`config.mk`:
```
export PLATFORM = sky130hd
export DESIGN_NAME = lbs_div
export DESIGN_NICKNAME = d
export VERILOG_FILES = /design/src/lbs_pkg.sv /design/src/lbs_div.sv
export SDC_FILE = /design/constraint.sdc
export NUM_CORES = 1
export LEC_CHECK = 0
export BUFFER_PORTS_ARGS = -buffer_cell sky130_fd_sc_hd__buf_4
export CAP_MARGIN = 40
export CORE_ASPECT_RATIO = 0.6
export CORE_MARGIN = 4
export CORE_UTILIZATION = 30
export CTS_CLUSTER_DIAMETER = 120
export DETAILED_ROUTE_END_ITERATION = 10
export PLACE_DENSITY = 0.53
export SYNTH_ARGS = -nofsm -noshare
export SYNTH_HDL_FRONTEND = slang
export SYNTH_SLANG_ARGS = --single-unit
```
`constraint.sdc`:
```
create_clock -name clk -period 3.9 [get_ports clk]
set_input_delay 0.195 -clock clk [delete_from_list [all_inputs] [get_ports clk]]
set_output_delay 0.195 -clock clk [all_outputs]
set_load 0.01 [all_outputs]
```
`src/lbs_pkg.sv`:
```
// ============================================================================
// lbs_pkg: shared types, constants and helpers for the skinning core
// Micro-op table, sequencer states, saturation helpers and sizing constants.
// ============================================================================
package lbs_pkg;

    // sizing
    localparam int MAX_BONES  = 64;
    localparam int MAX_INFL   = 4;
    localparam int FRAC_BITS  = 16;
    localparam int W_SHIFT    = 16;
    localparam int BONE_ELEMS = 12;
    localparam int BONE_W     = 6;
    localparam int ELEM_W     = 4;
    localparam int DATA_W     = 32;
    localparam int WGT_W      = 17;
    localparam int ACC_W      = 48;
    localparam int SUM_W      = 50;
    localparam int PROD_W     = 2 * DATA_W;
    localparam int DIVD_W     = DATA_W + FRAC_BITS;
    localparam int DET_W      = SUM_W;
    localparam int QUO_W      = DIVD_W + 1;
    localparam int RAM_DEPTH  = MAX_BONES * BONE_ELEMS;
    localparam int RAM_AW     = $clog2(RAM_DEPTH);
    localparam int CNT_W      = $clog2(MAX_INFL + 1);
    localparam int UOP_W      = 6;
    localparam int IDX_W      = 4;

    localparam logic [WGT_W-1:0]  WGT_ONE      = WGT_W'(1 << W_SHIFT);
    localparam logic [UOP_W-1:0]  POS_LAST_UOP = UOP_W'(14);
    localparam logic [UOP_W-1:0]  LAST_UOP     = UOP_W'(47);
    localparam logic signed [DATA_W-1:0] Q_ONE = DATA_W'(1 << FRAC_BITS);
    localparam logic signed [DATA_W-1:0] D_MAX = {1'b0, {(DATA_W-1){1'b1}}};
    localparam logic signed [DATA_W-1:0] D_MIN = {1'b1, {(DATA_W-1){1'b0}}};
    localparam logic signed [ACC_W-1:0]  A_MAX = {1'b0, {(ACC_W-1){1'b1}}};
    localparam logic signed [ACC_W-1:0]  A_MIN = {1'b1, {(ACC_W-1){1'b0}}};

    // request types
    localparam logic REQ_MATRIX = 1'b0;
    localparam logic REQ_INFL   = 1'b1;

    // sequencer states
    typedef enum logic [2:0] {
        ST_IDLE,
        ST_RD,
        ST_MUL,
        ST_ACC,
        ST_DIV,
        ST_FIN
    } state_t;

    // micro-op fields
    typedef enum logic [1:0] {A_RAM, A_COF, A_VAL} a_src_t;
    typedef enum logic [2:0] {B_RAM, B_POS, B_NRM, B_ONE, B_WGT} b_src_t;
    typedef enum logic [1:0] {M_NEW, M_ADD, M_SUB} mode_t;
    typedef enum logic [2:0] {F_NONE, F_VAL, F_ACC, F_COF, F_DET, F_DIV} fin_t;

    typedef struct packed {
        a_src_t             a_src;
        logic [IDX_W-1:0]   a_idx;
        b_src_t             b_src;
        logic [IDX_W-1:0]   b_idx;
        mode_t              mode;
        fin_t               fin;
        logic [IDX_W-1:0]   k;
    } uop_t;

    function automatic uop_t mk(input a_src_t as, input int ai, input b_src_t bs,
                                input int bi, input mode_t md, input fin_t fn,
                                input int kk);
        uop_t u;
        u.a_src = as;
        u.a_idx = IDX_W'(ai);
        u.b_src = bs;
        u.b_idx = IDX_W'(bi);
        u.mode  = md;
        u.fin   = fn;
        u.k     = IDX_W'(kk);
        return u;
    endfunction

    // micro-program: position rows, cofactors, determinant, normal rows
    function automatic uop_t uop_rom(input logic [UOP_W-1:0] idx);
        uop_t u;
        unique case (idx)
            6'd0:  u = mk(A_RAM, 0,  B_POS, 0,  M_NEW, F_NONE, 0);
            6'd1:  u = mk(A_RAM, 1,  B_POS, 1,  M_ADD, F_NONE, 0);
            6'd2:  u = mk(A_RAM, 2,  B_POS, 2,  M_ADD, F_NONE, 0);
            6'd3:  u = mk(A_RAM, 3,  B_ONE, 0,  M_ADD, F_VAL,  0);
            6'd4:  u = mk(A_VAL, 0,  B_WGT, 0,  M_NEW, F_ACC,  0);
            6'd5:  u = mk(A_RAM, 4,  B_POS, 0,  M_NEW, F_NONE, 0);
            6'd6:  u = mk(A_RAM, 5,  B_POS, 1,  M_ADD, F_NONE, 0);
            6'd7:  u = mk(A_RAM, 6,  B_POS, 2,  M_ADD, F_NONE, 0);
            6'd8:  u = mk(A_RAM, 7,  B_ONE, 0,  M_ADD, F_VAL,  0);
            6'd9:  u = mk(A_VAL, 0,  B_WGT, 0,  M_NEW, F_ACC,  1);
            6'd10: u = mk(A_RAM, 8,  B_POS, 0,  M_NEW, F_NONE, 0);
            6'd11: u = mk(A_RAM, 9,  B_POS, 1,  M_ADD, F_NONE, 0);
            6'd12: u = mk(A_RAM, 10, B_POS, 2,  M_ADD, F_NONE, 0);
            6'd13: u = mk(A_RAM, 11, B_ONE, 0,  M_ADD, F_VAL,  0);
            6'd14: u = mk(A_VAL, 0,  B_WGT, 0,  M_NEW, F_ACC,  2);
            6'd15: u = mk(A_RAM, 5,  B_RAM, 10, M_NEW, F_NONE, 0);
            6'd16: u = mk(A_RAM, 6,  B_RAM, 9,  M_SUB, F_COF,  0);
            6'd17: u = mk(A_RAM, 6,  B_RAM, 8,  M_NEW, F_NONE, 0);
            6'd18: u = mk(A_RAM, 4,  B_RAM, 10, M_SUB, F_COF,  1);
            6'd19: u = mk(A_RAM, 4,  B_RAM, 9,  M_NEW, F_NONE, 0);
            6'd20: u = mk(A_RAM, 5,  B_RAM, 8,  M_SUB, F_COF,  2);
            6'd21: u = mk(A_RAM, 2,  B_RAM, 9,  M_NEW, F_NONE, 0);
            6'd22: u = mk(A_RAM, 1,  B_RAM, 10, M_SUB, F_COF,  3);
            6'd23: u = mk(A_RAM, 0,  B_RAM, 10, M_NEW, F_NONE, 0);
            6'd24: u = mk(A_RAM, 2,  B_RAM, 8,  M_SUB, F_COF,  4);
            6'd25: u = mk(A_RAM, 1,  B_RAM, 8,  M_NEW, F_NONE, 0);
            6'd26: u = mk(A_RAM, 0,  B_RAM, 9,  M_SUB, F_COF,  5);
            6'd27: u = mk(A_RAM, 1,  B_RAM, 6,  M_NEW, F_NONE, 0);
            6'd28: u = mk(A_RAM, 2,  B_RAM, 5,  M_SUB, F_COF,  6);
            6'd29: u = mk(A_RAM, 2,  B_RAM, 4,  M_NEW, F_NONE, 0);
            6'd30: u = mk(A_RAM, 0,  B_RAM, 6,  M_SUB, F_COF,  7);
            6'd31: u = mk(A_RAM, 0,  B_RAM, 5,  M_NEW, F_NONE, 0);
            6'd32: u = mk(A_RAM, 1,  B_RAM, 4,  M_SUB, F_COF,  8);
            6'd33: u = mk(A_COF, 0,  B_RAM, 0,  M_NEW, F_NONE, 0);
            6'd34: u = mk(A_COF, 1,  B_RAM, 1,  M_ADD, F_NONE, 0);
            6'd35: u = mk(A_COF, 2,  B_RAM, 2,  M_ADD, F_DET,  0);
            6'd36: u = mk(A_COF, 0,  B_NRM, 0,  M_NEW, F_NONE, 0);
            6'd37: u = mk(A_COF, 1,  B_NRM, 1,  M_ADD, F_NONE, 0);
            6'd38: u = mk(A_COF, 2,  B_NRM, 2,  M_ADD, F_DIV,  0);
            6'd39: u = mk(A_VAL, 0,  B_WGT, 0,  M_NEW, F_ACC,  3);
            6'd40: u = mk(A_COF, 3,  B_NRM, 0,  M_NEW, F_NONE, 0);
            6'd41: u = mk(A_COF, 4,  B_NRM, 1,  M_ADD, F_NONE, 0);
            6'd42: u = mk(A_COF, 5,  B_NRM, 2,  M_ADD, F_DIV,  0);
            6'd43: u = mk(A_VAL, 0,  B_WGT, 0,  M_NEW, F_ACC,  4);
            6'd44: u = mk(A_COF, 6,  B_NRM, 0,  M_NEW, F_NONE, 0);
            6'd45: u = mk(A_COF, 7,  B_NRM, 1,  M_ADD, F_NONE, 0);
            6'd46: u = mk(A_COF, 8,  B_NRM, 2,  M_ADD, F_DIV,  0);
            6'd47: u = mk(A_VAL, 0,  B_WGT, 0,  M_NEW, F_ACC,  5);
            default: u = mk(A_VAL, 0, B_ONE, 0,  M_NEW, F_NONE, 0);
        endcase
        return u;
    endfunction

    // bone element address
    function automatic logic [RAM_AW-1:0] bone_addr(input logic [BONE_W-1:0] bone,
                                                    input logic [IDX_W-1:0] el);
        return RAM_AW'(int'(bone) * BONE_ELEMS + int'(el));
    endfunction

    // saturation helpers
    function automatic logic signed [DATA_W-1:0] sat_sum(input logic signed [SUM_W-1:0] x);
        if (x[SUM_W-1:DATA_W-1] == '0 || x[SUM_W-1:DATA_W-1] == '1)
            return x[DATA_W-1:0];
        return x[SUM_W-1] ? D_MIN : D_MAX;
    endfunction

    function automatic logic signed [DATA_W-1:0] sat_quo(input logic signed [QUO_W-1:0] x);
        if (x[QUO_W-1:DATA_W-1] == '0 || x[QUO_W-1:DATA_W-1] == '1)
            return x[DATA_W-1:0];
        return x[QUO_W-1] ? D_MIN : D_MAX;
    endfunction

    function automatic logic signed [DATA_W-1:0] sat_acc(input logic signed [ACC_W-1:0] x);
        if (x[ACC_W-1:DATA_W-1] == '0 || x[ACC_W-1:DATA_W-1] == '1)
            return x[DATA_W-1:0];
        return x[ACC_W-1] ? D_MIN : D_MAX;
    endfunction

    function automatic logic signed [ACC_W-1:0] sat_add(input logic signed [ACC_W:0] x);
        if (x[ACC_W] == x[ACC_W-1])
            return x[ACC_W-1:0];
        return x[ACC_W] ? A_MIN : A_MAX;
    endfunction

endpackage

```
`src/lbs_div.sv`:
```
// ============================================================================
// lbs_div: serial signed divider
// Restoring division, one quotient bit per cycle, truncates toward zero.
// ============================================================================
module lbs_div
    import lbs_pkg::*;
(
    input  logic                     clk,
    input  logic                     rst_n,
    input  logic                     start,
    input  logic signed [DIVD_W-1:0] dividend,
    input  logic signed [DET_W-1:0]  divisor,
    output logic                     done,
    output logic signed [QUO_W-1:0]  quotient
);

    localparam int CW = $clog2(DIVD_W + 1);

    logic [DET_W-1:0]  rem_reg;
    logic [DIVD_W-1:0] num_reg;
    logic [DET_W-1:0]  den_reg;
    logic              neg_reg;
    logic [CW-1:0]     cnt_reg;
    logic              done_reg;
    logic [DET_W:0]    trial;
    logic [DET_W:0]    shifted;

    // trial subtract of the next partial remainder
    assign shifted = {rem_reg, num_reg[DIVD_W-1]};
    assign trial   = shifted - {1'b0, den_reg};

    // control
    always_ff @(posedge clk or negedge rst_n)
    begin
        if (!rst_n)
        begin
            cnt_reg  <= '0;
            done_reg <= 1'b0;
        end
        else
        begin
            done_reg <= 1'b0;
            if (start)
            begin
                cnt_reg <= CW'(DIVD_W);
            end
            else if (cnt_reg != '0)
            begin
                cnt_reg <= cnt_reg - 1'b1;
                if (cnt_reg == CW'(1))
                begin
                    done_reg <= 1'b1;
                end
            end
        end
    end

    // datapath
    always_ff @(posedge clk)
    begin
        if (start)
        begin
            rem_reg <= '0;
            num_reg <= dividend[DIVD_W-1] ? DIVD_W'(-dividend) : dividend;
            den_reg <= divisor[DET_W-1] ? DET_W'(-divisor) : divisor;
            neg_reg <= dividend[DIVD_W-1] ^ divisor[DET_W-1];
        end
        else if (cnt_reg != '0)
        begin
            rem_reg <= trial[DET_W] ? shifted[DET_W-1:0] : trial[DET_W-1:0];
            num_reg <= {num_reg[DIVD_W-2:0], ~trial[DET_W]};
        end
    end

    assign done     = done_reg;
    assign quotient = neg_reg ? -QUO_W'({1'b0, num_reg}) : QUO_W'({1'b0, num_reg});

endmodule

```
Word level (Yosys, flattened, before mapping)
Cells that the tools add are included.
- input bits: 101
- register bits: 156
- reduce and logical (&&, ||, !) cells: 2
- equal/unequal tests: 1
- mux-type cells: 11
- add/subtract/negate cells: 5
- bitwise operators: 2
- operators with widths (kind ; number):
    $mux 48 ; 3
    $mux 49 ; 2
    $sub 51x50->51 ; 1
    $mux 50 ; 1
    $neg 50->50 ; 1
    $neg 48->49 ; 1
    $neg 48->48 ; 1
    $mux 6 ; 2
    $eq 6x1->1 const B ; 1
    $reduce_bool 6->1 ; 1
    $sub 6x1->6 const B ; 1
    $mux 1 ; 3
    $reduce_bool 2->1 ; 1
    $not 1->1 ; 1
    $xor 1x1->1 ; 1

Longest topological paths before layout
Gate-level depths: netlist of run 1.
- depth in word-level cells: 4
- gate-level depth with buffers: 16
- mapped depth without buffers: 14

Least setup slack after synthesis of run 1
No wires, ideal clock.
- path type: flip-flop to flip-flop
- start point: reg num_reg[47]
- end point: reg rem_reg[44]
- cell stages (with the launch flop): 16
- path buffers: 2
- library setup time: 137 ps
- arrival time: 3244 ps
- clock period less this slack: 3381 ps
- path slack: 519 ps
- cells stage by stage: edfxtp_1 > inv_1 > ha_1 > inv_1 > fa_1 > a21o_1 > a21oi_1 > nor4_1 > or3_1 > o211ai_1 > a2111o_1 > and3_1 > clkbuf_1 > buf_2 > mux2i_1 > a211oi_1
- word-level cells in the longest chain between the ends: 2
- ends and longest elaborated chain (element ; line ; RTL):
    from (decl) ; lbs_div.sv:20 ; logic [DIVD_W-1:0] num_reg;
    from (signal assigned) ; lbs_div.sv:64 ; num_reg <= dividend[DIVD_W-1] ? DIVD_W'(-dividend) : dividend;
    from (signal assigned) ; lbs_div.sv:71 ; num_reg <= {num_reg[DIVD_W-2:0], ~trial[DET_W]};
    $sub 51x50->51 ; lbs_div.sv:30 ; assign trial = shifted - {1'b0, den_reg};
    $mux 50 ; lbs_div.sv:70 ; rem_reg <= trial[DET_W] ? shifted[DET_W-1:0] : trial[DET_W-1:0];
    to (signal assigned) ; lbs_div.sv:70 ;
    to (decl) ; lbs_div.sv:19 ; logic [DET_W-1:0] rem_reg;
Every way passes these cells.
A chain may end at the register's enable or synchronous reset.

Final worst setup path of run 1
- start point: reg num_reg[21]
- end point: out quotient[47]
- word-level cells in the longest chain between the ends: 2
- ends and longest elaborated chain (element ; line ; RTL):
    $neg 48->49 ; lbs_div.sv:76 ; assign quotient = neg_reg ? -QUO_W'({1'b0, num_reg}) : QUO_W'({1'b0, num_reg});
    $mux 49 ; lbs_div.sv:76 ;
    to (decl) ; lbs_div.sv:14 ; output logic signed [QUO_W-1:0] quotient
Every way passes these cells.

==> results of run 1 <==
report_power, final:
part | switching [mW] | leakage, nW | internal (mW) | total [mW]
combinational | 0.700 | 4.17 | 0.581 | 1.28
sequential | 0.134 | 1.48 | 1.93 | 2.06
clock | 0.706 | 0.288 | 0.970 | 1.68
critical path, cell delays in order, from the launching register on:
cell and delay [ns]:
edfxtp_1 0.39, or3_4 0.41, or3_4 0.33, or4_4 0.43, or3_4 0.34, nand2b_4 0.14
or4_4 0.42, nand2b_4 0.22, o31ai_4 0.27, xnor2_1 0.17, buf_4 0.16
metrics by stage:
stage	power (mW)	hold slack [ns]	setup TNS, ns	instances	utilization (%)
after CTS	5.05	0.0138	-0.0343	2117	37.1
after floorplan	2.78	-0.101	0	1448	-
after global placement	3.33	0.0158	0	2075	35.2
final	5.02	0.0422	-0.0524	2119	37.2
after global routing	5.28	0.0146	-0.714	2119	37.2
after detailed placement	3.34	0.0164	0	2076	35.3
how the worst max path moves through the flow:
stage                      from            to  slack (ns)  depth (start not counted)
finish              num_reg[21]  quotient[47]       -0.04                         10
global route        num_reg[21]  quotient[41]       -0.15                         10
CTS                 num_reg[21]  quotient[41]       -0.02                         10
detailed placement  num_reg[13]  quotient[40]        0.33                         10
global placement    num_reg[20]  quotient[45]        0.33                         10
floorplan           num_reg[47]   rem_reg[44]        0.52                         15
layout make-up:
cell class | instances | area [µm²]
Clock buffer | 23 | 500
Clock inverter | 9 | 83.8
Fill cell | 4072 | 24900
Inverter | 75 | 282
Multi-Input combinational cell | 1146 | 7630
Sequential cell | 156 | 4150
Tap cell | 522 | 653
Timing Repair Buffer | 188 | 1470
metal layers:
| layer | track usage [%] | vias up | wire [µm] |
|---|---|---|---|
| met5 | 0 | - | 0 |
| met2 | 20.9 | 310 | 13800 |
| met1 | 28.5 | 5262 | 21200 |
| li1 | - | 5549 | - |
| met3 | 3.19 | 27 | 2160 |
| met4 | 3.47 | 0 | 384 |
cells in the mapped netlist (3+ instances only):
library cell | n | area share [%]
nor2_1 | 149 | 4.6
nand2_1 | 131 | 4.0
xnor2_1 | 127 | 9.1
a21oi_1 | 123 | 5.0
edfxtp_1 | 99 | 24
o21ai_0 | 83 | 3.4
inv_1 | 74 | 2.3
xor2_1 | 57 | 4.1
clkbuf_1 | 56 | 1.7
ha_1 | 55 | 5.6
dfxtp_1 | 50 | 8.2
nor3_1 | 44 | 1.8
a211oi_1 | 38 | 2.3
o31ai_1 | 29 | 1.8
nand3_1 | 28 | 1.1
a21o_1 | 24 | 1.5
o41ai_1 | 22 | 1.6
nand4_1 | 18 | 0.92
nor4_1 | 18 | 0.92
mux2_2 | 16 | 1.5
or3_1 | 16 | 0.82
or4_1 | 14 | 0.86
or2_2 | 12 | 0.61
mux2i_1 | 11 | 0.90
nand2b_1 | 11 | 0.56
o21bai_1 | 10 | 0.61
and3_1 | 9 | 0.46
a31oi_1 | 8 | 0.41
o211a_1 | 8 | 0.65
o21a_1 | 8 | 0.49
buf_1 | 7 | 0.21
dfrtp_1 | 7 | 1.4
nor2b_1 | 7 | 0.36
buf_2 | 6 | 0.25
or4_4 | 6 | 0.55
and2_1 | 5 | 0.26
a211o_1 | 4 | 0.29
a311oi_1 | 4 | 0.29
and4_1 | 4 | 0.29
o211ai_1 | 4 | 0.25
or3_4 | 4 | 0.37
o2bb2ai_1 | 3 | 0.21
layout by cell type, fill, tap and decap left out, types with 5 or more instances in the layout:
| master | synthesis | layout |
|---|---|---|
| a211oi_1 | 38 | 38 |
| a21o_1 | 24 | 24 |
| a21oi_1 | 123 | 123 |
| a31oi_1 | 8 | 8 |
| and2_1 | 5 | 5 |
| and3_1 | 9 | 9 |
| buf_4 | 1 | 181 |
| clkbuf_16 | 0 | 19 |
| dfrtp_1 | 7 | 7 |
| dfxtp_1 | 50 | 50 |
| edfxtp_1 | 99 | 99 |
| ha_1 | 55 | 55 |
| inv_1 | 74 | 73 |
| mux2_2 | 16 | 16 |
| mux2i_1 | 11 | 11 |
| nand2_1 | 131 | 129 |
| nand2b_1 | 11 | 11 |
| nand3_1 | 28 | 26 |
| nand4_1 | 18 | 18 |
| nor2_1 | 149 | 148 |
| nor2b_1 | 7 | 6 |
| nor3_1 | 44 | 43 |
| nor4_1 | 18 | 16 |
| o211a_1 | 8 | 8 |
| o21a_1 | 8 | 8 |
| o21ai_0 | 83 | 81 |
| o21bai_1 | 10 | 10 |
| o31ai_1 | 29 | 24 |
| o41ai_1 | 22 | 22 |
| or2_2 | 12 | 12 |
| or3_1 | 16 | 16 |
| or4_1 | 14 | 13 |
| or4_4 | 6 | 7 |
| xnor2_1 | 127 | 127 |
| xor2_1 | 57 | 57 |
cells by family after synthesis:
kind of cell | synth area share, %
buffers and inverters | 4.58
AO/OA/AOI/OAI | 20.8
flip-flops | 33.9
XOR/XNOR | 13.2
AND/OR/NAND/NOR | 19.3
multiplexers | 2.37
adder cells (fa/ha/maj) | 5.79
repair_timing:
item	in CTS	in global routing
buffers inserted	7	2
gates cloned	0	0
pin swaps	3	1
hold buffers	2	0
endpoints found under the setup margin	10	13
resized for setup	10	9
endpoints found under the hold margin	8	0
==> results.py, run 1 <==
metrics = {
    "logic_synthesis": {
        "syn_avg_cell_area_um2": 8.45,
        "ys_warn_count": 0,
        "synth-seq-cells": 156,
        "ys_seq_area_share_pct": 33.9,
        "syn_inst": 1448,
        "synth_ff_type": "edfxtp_1",
        "synthDistinctLibCells": 74,
        "async_flop_share_pct": 4.49,
        "synth_fp_nets": 1605,
        "synth_edf_count": 99,
        "netlist_area_mm2": 0.0122,
    },
    "sta": {
        "skew_ns": 0.0139,
        "hold_viol": 0,
        "rsz0062_at_grt": "yes",
        "setup_ws_ns": -0.0377,
        "fmax_ghz": 0.254,
        "slew_headroom_pct": 31.1,
        "slew_viol_final": 0,
        "tightest_slew_ns": 1.03,
        "period_needed_ns": 3.94,
        "min_period_over_period_pct": 101,
        "finalSetupViolCount": 2,
    },
    "route": {
        "first_pass_iters": 5,
        "drc": 0,
        "vias_per_cell": 5.26,
        "drt_iter0_drc": 965,
        "wire_per_inst_um": 17.7,
        "via_count": 11100,
        "final_antenna_net_count": 0,
        "drt_wl_total_um": 37600,
    },
    "placed_design": {
        "preCtsSetupSlack_ns": 0.333,
        "dp_hpwl_um": 28700,
        "gp_congestion": 0.903,
        "place_area_mm2": 0.0140,
        "numPortBuffers": 150,
    },
    "critical_path": {
        "critPathRequiredTime_ns": 3.70,
        "regToRegSetupSlack_ns": 0.26,
        "r2r-end": "rem_reg[23]",
        "critical_path.endpoint_type": "output pin",
        "reg2regPathDepth": 12,
        "critical_path_peak_fanout": 5,
        "arrival_ns": 3.74,
        "start_kind": "register",
        "criticalPathCategory": "register to output pin",
        "rr_startpoint": "den_reg[27]",
    },
    "layout": {
        "fin_nets": 1741,
        "drive_above_1_share_pct": 17.4,
        "final_cell_area_mm2": 0.0148,
        "antenna_cells": 0,
        "area.growth.synth_to_final_pct": 20.7,
    },
    "clocking": {
        "clock_sinks": 156,
        "htree_levels": 4,
        "cts-buffers-inserted": 17,
        "clk_latency_ns": 0.45,
        "cts_tree": "built",
        "clkTransAtPathRegs_ns": 0.07,
        "cts_root_buffer": "clkbuf_16",
        "clock_path_buffers": 2,
    },
    "floorplan": {
        "start_util_pct": 30.8,
        "io-pin-count": 151,
        "die_w_um": 269,
        "dieArea_mm2": 0.0442,
        "num_rows": 56,
        "die_h_um": 164,
        "core_area_mm2": 0.0397,
    },
    "worst_hold_path": {
        "holdPathStages": 2,
        "hold_path.class": "input port to register",
        "min-delay-start": "divisor[21]",
        "whs_endpoint": "den_reg[21]",
    },
    "power": {
        "vdd_drop_max_v": 0.000206,
        "power_leakage_nw": 5.94,
        "p_per_area_mw_per_mm2": 340,
    },
    "outcome": {
        "violations": "setup timing",
        "status": "complete, but fails checks",
    },
    "global_routing": {
        "grt_pass1_vias": 10300,
        "grt_pass1_wl_um": 58400,
        "grt_max_degree": 179,
        "track_usage_pct": 16.8,
        "grt_overflow": 0,
        "antenna_found_initial": 0,
    },
    "flow_run": {
        "maxCapViolations": 0,
    },
}
Note: power is estimated with default switching activity, not from simulation.
==> run 2, diff against run 1 <==
--- a/config.mk
+++ b/config.mk
@@ -16,3 +16,4 @@
 export SYNTH_ARGS = -nofsm -noshare
 export SYNTH_HDL_FRONTEND = slang
 export SYNTH_SLANG_ARGS = --single-unit
+export TNS_END_PERCENT = 30
==> run 2 against run 1 <==
  * The run still ends with setup timing left
  * Critical path depth unchanged
  * Register-to-register slack worse by 0.02 ns
  * Routed wire length fell by 0.28%
  * Largest power group unchanged
==> results.py, run 2 (synthesis gave the netlist of run 1 again) <==
metrics = {
    "layout": {
        "drive_above_1_share_pct": 16.9,
        "layout_commonest_cell": "buf_4",
        "final_cell_area_mm2": 0.0147,
        "fin_nets": 1735,
        "antenna_cells": 0,
        "layout_common_cells": "buf_4, nor2_1, nand2_1",
        "final_util_pct": 37.1,
        "area.growth.synth_to_final_pct": 20.2,
    },
    "clocking": {
        "htree_levels": 4,
        "cts_tree": "built",
        "clk_latency_ns": 0.45,
        "cts-buffers-inserted": 17,
        "clkTransAtPathRegs_ns": 0.07,
        "clock_sinks": 156,
        "cts_root_buffer": "clkbuf_16",
        "clock_path_buffers": 2,
    },
    "critical_path": {
        "arrival_ns": 3.77,
        "critical_path.endpoint_type": "output pin",
        "start_kind": "register",
        "path_cells": "or3_4, or3_4, or4_4, or3_4, nand2b_4, or4_4, nand2b_4, o31ai_2, xnor2_1, buf_4",
        "cpMostUsedCell": "or3_4",
        "critPathRequiredTime_ns": 3.70,
        "slowest_delay_ns": 0.44,
        "path_buf_inv": 1,
        "critical_path_peak_fanout": 5,
        "critical_path.top_delay_family": "simple AND/OR/NAND/NOR gates",
        "crit_path_top_delay_cell": "or4_4",
        "criticalPathCategory": "register to output pin",
    },
    "global_routing": {
        "antenna_found_initial": 0,
        "grt_pass1_wl_um": 58400,
        "track_usage_pct": 16.7,
        "met2_usage_pct": 20.8,
        "grt_overflow": 0,
        "busiest_layer": "met1",
        "grt_use_met3_pct": 3.19,
        "grt_pass1_vias": 10300,
        "grt_max_degree": 179,
        "globalRouteMet1Util_pct": 28.5,
    },
    "placed_design": {
        "place_area_mm2": 0.0140,
        "dp_hpwl_um": 28700,
        "numPortBuffers": 150,
        "preCtsSetupSlack_ns": 0.333,
        "gp_congestion": 0.903,
    },
    "sta": {
        "holdWs_ns": 0.0423,
        "min_period_over_period_pct": 102,
        "hold_viol": 0,
        "tightest_slew_ns": 1.05,
        "slew_headroom_pct": 30.2,
        "slew_viol_final": 0,
        "finalSetupViolCount": 5,
        "fmax_ghz": 0.252,
        "rsz0062_at_grt": "yes",
        "setup_ws_ns": -0.0641,
        "skew_ns": 0.0141,
        "period_needed_ns": 3.96,
    },
    "power": {
        "internal_power_mw": 3.48,
        "p_per_area_mw_per_mm2": 341,
        "p_comb_share_pct": 25.5,
        "clockPowerShare_pct": 33.4,
        "power_leakage_nw": 5.91,
        "p_seq_share_pct": 41.1,
        "swShare_pct": 30.7,
        "switching_power_mw": 1.54,
        "vdd_drop_max_v": 0.000206,
    },
    "route": {
        "first_pass_iters": 5,
        "drt_iter0_drc": 981,
        "drc": 0,
        "wire_per_inst_um": 17.7,
        "drt_wl_total_um": 37400,
        "final_antenna_net_count": 0,
        "vias_per_cell": 5.26,
        "via_count": 11100,
    },
    "floorplan": {
        "die_w_um": 269,
        "num_rows": 56,
        "dieArea_mm2": 0.0442,
        "die_h_um": 164,
        "start_util_pct": 30.8,
        "io-pin-count": 151,
        "core_area_mm2": 0.0397,
    },
    "worst_hold_path": {
        "hold_path.class": "input port to register",
    },
    "flow_run": {
        "maxCapViolations": 0,
    },
    "outcome": {
        "status": "complete, but fails checks",
        "violations": "setup timing",
    },
}
-- run 2: cell types whose count changed in the layout (fill, tap and decap cells not counted) --
cell	change
buf_4	-6
o31ai_1	+2
nor2_1	+1
nor2_2	-1
o31ai_2	-2
o21ai_1	-2
o21ai_0	+2
-- run 2: routing by layer --
layer / vias up / part of all wire (%)
li1: 5537 / -
met1: 5241 / 57
met2: 314 / 37
met3: 23 / 5.7
met4: 0 / 0.99
met5: - / 0
-- run 2: per-stage QoR --
step	setup TNS, ns	total power, mW	cells
floorplan	0	2.78	1448
global route	-1.40	5.27	2113
detailed placement	0	3.34	2076
CTS	-0.247	5.05	2113
finish	-0.152	5.01	2113
global placement	0	3.33	2075
-- run 2: timing repair --
item | in CTS | in global routing
endpoints found under the setup margin | 10 | 13
endpoints found under the hold margin | 8 | 0
pin swaps | 4 | 0
resized for setup | 10 | 4
hold buffers | 2 | 0
setup buffers | 3 | 0
-- run 2: path summary, 6_finish.rpt --
| check | from | endpoint | slack (ns) | cells after the start |
|---|---|---|---|---|
| worst max-delay path | num_reg[21] | quotient[43] | -0.06 | 10 |
| worst min-delay path | divisor[21] | den_reg[21] | 0.04 | 2 |
| worst max register to register | den_reg[27] | rem_reg[23] | 0.24 | 12 |
| worst min register to register | rem_reg[2] | rem_reg[2] | 0.50 | 2 |
| max in group asynchronous | rst_n | cnt_reg[5] | 3.62 | 2 |
| min in group asynchronous | rst_n | cnt_reg[1] | 0.15 | 2 |
-- run 2: power groups by stage --
stage	clock (mW)	combinational, mW	sequential [mW]
2_1_floorplan	0	0.740	2.05
3_3_place_gp	0	1.24	2.08
3_5_place_dp	0	1.25	2.09
4_1_cts	1.72	1.28	2.05
5_1_grt	1.80	1.40	2.08
6_report	1.68	1.28	2.06
-- run 2: final cells by class --
| cell class | instances | area (µm²) |
|---|---|---|
| repair buffers | 182 | 1430 |
| well taps | 522 | 653 |
| multi-input cells | 1146 | 7610 |
| clock inverters | 9 | 83.8 |
| flip-flops and latches | 156 | 4150 |
| inverters | 75 | 282 |
| clock buffers | 23 | 500 |
| fillers | 4075 | 25000 |
-- run 2: worst reg2reg max path, cell delays in order (launching register included) --
cell and delay, ns:
edfxtp_1 0.32, inv_1 0.04, ha_1 0.39, nand4_1 0.28
or3_1 0.47, nor4_1 0.41, o211ai_1 0.22, a2111o_1 0.48
nand3_2 0.23, buf_12 0.27, nor2_1 0.11, a211oi_1 0.19
nor3_1 0.08
==> run 3, diff against run 2 <==
--- a/config.mk
+++ b/config.mk
@@ -13,6 +13,7 @@
 export CTS_CLUSTER_DIAMETER = 120
 export DETAILED_ROUTE_END_ITERATION = 10
 export PLACE_DENSITY = 0.53
+export SLEW_MARGIN = 20
 export SYNTH_ARGS = -nofsm -noshare
 export SYNTH_HDL_FRONTEND = slang
 export SYNTH_SLANG_ARGS = --single-unit
==> constraint.sdc (replaced) <==
create_clock -name clk -period 3.9 [get_ports clk]
set_input_delay 0.195 -clock clk [delete_from_list [all_inputs] [get_ports clk]]
set_output_delay 0.195 -clock clk [all_outputs]
set_load 0.1 [all_outputs]
==> run 3 against run 2 <==
  * Clock power is 6% lower
  * Worst setup slack worse by 0.080 ns
  * Non-clock buffer count is 9 higher
  * Clock skew is 0.0028 ns lower
  * The run still ends with setup timing left
  * Largest power group is now combinational cells
  * Largest cell class unchanged
  * Die area stayed put
  * Critical path type unchanged
==> results.py, run 3 (synthesis gave the netlist of run 1 again) <==
metrics = {
    "layout": {
        "area.growth.synth_to_final_pct": 21.4,
        "multi_input_area_mm2": 0.00766,
        "fin_nets": 1744,
        "layout_common_cells": "buf_4, nor2_1, nand2_1",
        "layout_commonest_cell": "buf_4",
        "drive_above_1_share_pct": 17.3,
        "instances_no_fill": 2123,
        "fillCellCount": 4083,
        "final-seq-area_mm2": 0.00415,
    },
    "power": {
        "finalPower_mw": 5.78,
        "p_per_area_mw_per_mm2": 389,
        "power_leakage_nw": 5.96,
        "vdd_drop_max_v": 0.000235,
    },
    "sta": {
        "fmax_ghz": 0.247,
        "min_period_over_period_pct": 104,
        "skew_ns": 0.0113,
        "slew_viol_final": 0,
        "period_needed_ns": 4.04,
        "setup_ws_ns": -0.144,
        "finalSetupViolCount": 5,
        "slew_headroom_pct": 47.2,
        "rsz0062_at_grt": "yes",
        "hold_viol": 0,
        "tightest_slew_ns": 0.785,
    },
    "floorplan": {
        "dieArea_mm2": 0.0442,
        "start_util_pct": 30.8,
        "core_area_mm2": 0.0397,
        "io-pin-count": 151,
        "die_w_um": 269,
        "num_rows": 56,
        "die_h_um": 164,
    },
    "route": {
        "wire_per_inst_um": 17.7,
        "first_pass_iters": 5,
        "drt_iter0_drc": 880,
        "final_antenna_net_count": 0,
        "vias_per_cell": 5.25,
        "drt_wl_total_um": 37600,
        "via_count": 11100,
        "drc": 0,
    },
    "clocking": {
        "clock_sinks": 156,
        "clk_latency_ns": 0.45,
        "clock_path_buffers": 2,
        "cts_root_buffer": "clkbuf_16",
        "cts_tree": "built",
        "cts-buffers-inserted": 17,
        "clkTransAtPathRegs_ns": 0.06,
        "htree_levels": 4,
    },
    "worst_hold_path": {
        "holdPathStages": 2,
        "hold_path.class": "input port to register",
    },
    "placed_design": {
        "gp_congestion": 0.855,
        "dp_hpwl_um": 29000,
        "numPortBuffers": 150,
        "dp.cells": 2083,
    },
    "global_routing": {
        "grt_use_met3_pct": 3.29,
        "grt_pass1_vias": 10300,
        "grt_overflow": 0,
        "met2_usage_pct": 21.1,
        "grt_max_degree": 134,
        "busiest_layer": "met1",
        "grt_pass1_wl_um": 58200,
        "antenna_found_initial": 0,
        "track_usage_pct": 16.8,
        "globalRouteMet1Util_pct": 28.2,
    },
    "critical_path": {
        "critPathRequiredTime_ns": 3.70,
        "critical_path.endpoint_type": "output pin",
        "start_kind": "register",
        "reg2regPathDepth": 14,
        "criticalPathCategory": "register to output pin",
        "arrival_ns": 3.85,
        "critical_path_peak_fanout": 5,
    },
    "outcome": {
        "violations": "setup timing",
        "status": "complete, but fails checks",
    },
    "flow_run": {
        "maxCapViolations": 0,
    },
}
==> run 3: changes by cell type in the layout (fill, tap and decap cells not counted), moves of 3 or more <==
cell / change
o21ai_1: +3
buf_4: -6
buf_6: +13
o31ai_4: +3
o21ai_0: -4
==> run 3: stage by stage <==
step                setup WS, ns  TNS, ns  instance area [µm²]  util (%)  hold slack [ns]
floorplan                -0.0771   -0.191                12200         -           -0.101
global placement           0.122        0                14000      35.4           0.0168
detailed placement        0.0780        0                14100      35.4           0.0163
CTS                       -0.163    -1.02                14800      37.3           0.0193
global route              -0.278    -2.39                14800      37.4           0.0242
finish                    -0.144   -0.478                14900      37.4           0.0450
==> run 3: metal layers <==
metal / vias to the layer above / part of all wire (%)
li1: 5551 / -
met1: 5239 / 56
met2: 320 / 37
met3: 29 / 6.1
met4: 0 / 0.92
met5: - / 0
==> run 3: path summary, 6_finish.rpt <==
kind                             startpoint            to  slack (ns)
worst min register to register   rem_reg[2]    rem_reg[2]        0.48
max in group asynchronous             rst_n    cnt_reg[0]        3.63
worst max register to register  num_reg[47]   rem_reg[38]        0.29
worst min-delay path            divisor[21]   den_reg[21]        0.05
worst max-delay path            num_reg[21]  quotient[41]       -0.14
min in group asynchronous             rst_n    cnt_reg[1]        0.15
==> run 3: timing repair <==
action / CTS / global route
buffers inserted: 5 / 0
pin swaps: 7 / 1
resized for setup: 22 / 18
hold endpoints to repair: 8 / 0
hold buffers: 2 / 0
setup endpoints to repair: 12 / 21
==> run 3: worst max-delay path: stages (launching register included) <==
cell,delay [ns]
edfxtp_1,0.38
or3_4,0.41
or3_4,0.34
or4_4,0.43
or3_4,0.35
nand2b_4,0.14
or4_4,0.43
nand2b_4,0.23
o41ai_4,0.26
xnor2_1,0.18
buf_6,0.26
==> run 3: layout make-up <==
cell class                      count  share of cell area [%]
Antenna cell                        1                  0.0169
Sequential cell                   156                    27.9
Clock buffer                       26                    3.44
Multi-Input combinational cell   1146                    51.6
Timing Repair Buffer              191                    10.5
Clock inverter                      6                   0.236
Tap cell                          522                    4.40
Inverter                           75                    1.90
==> run 3: where the power goes <==
| part | internal [mW] | total [mW] | switching [mW] |
|---|---|---|---|
| registers | 1.93 | 2.05 | 0.123 |
| logic | 0.622 | 2.15 | 1.52 |
| clock network | 0.900 | 1.58 | 0.685 |
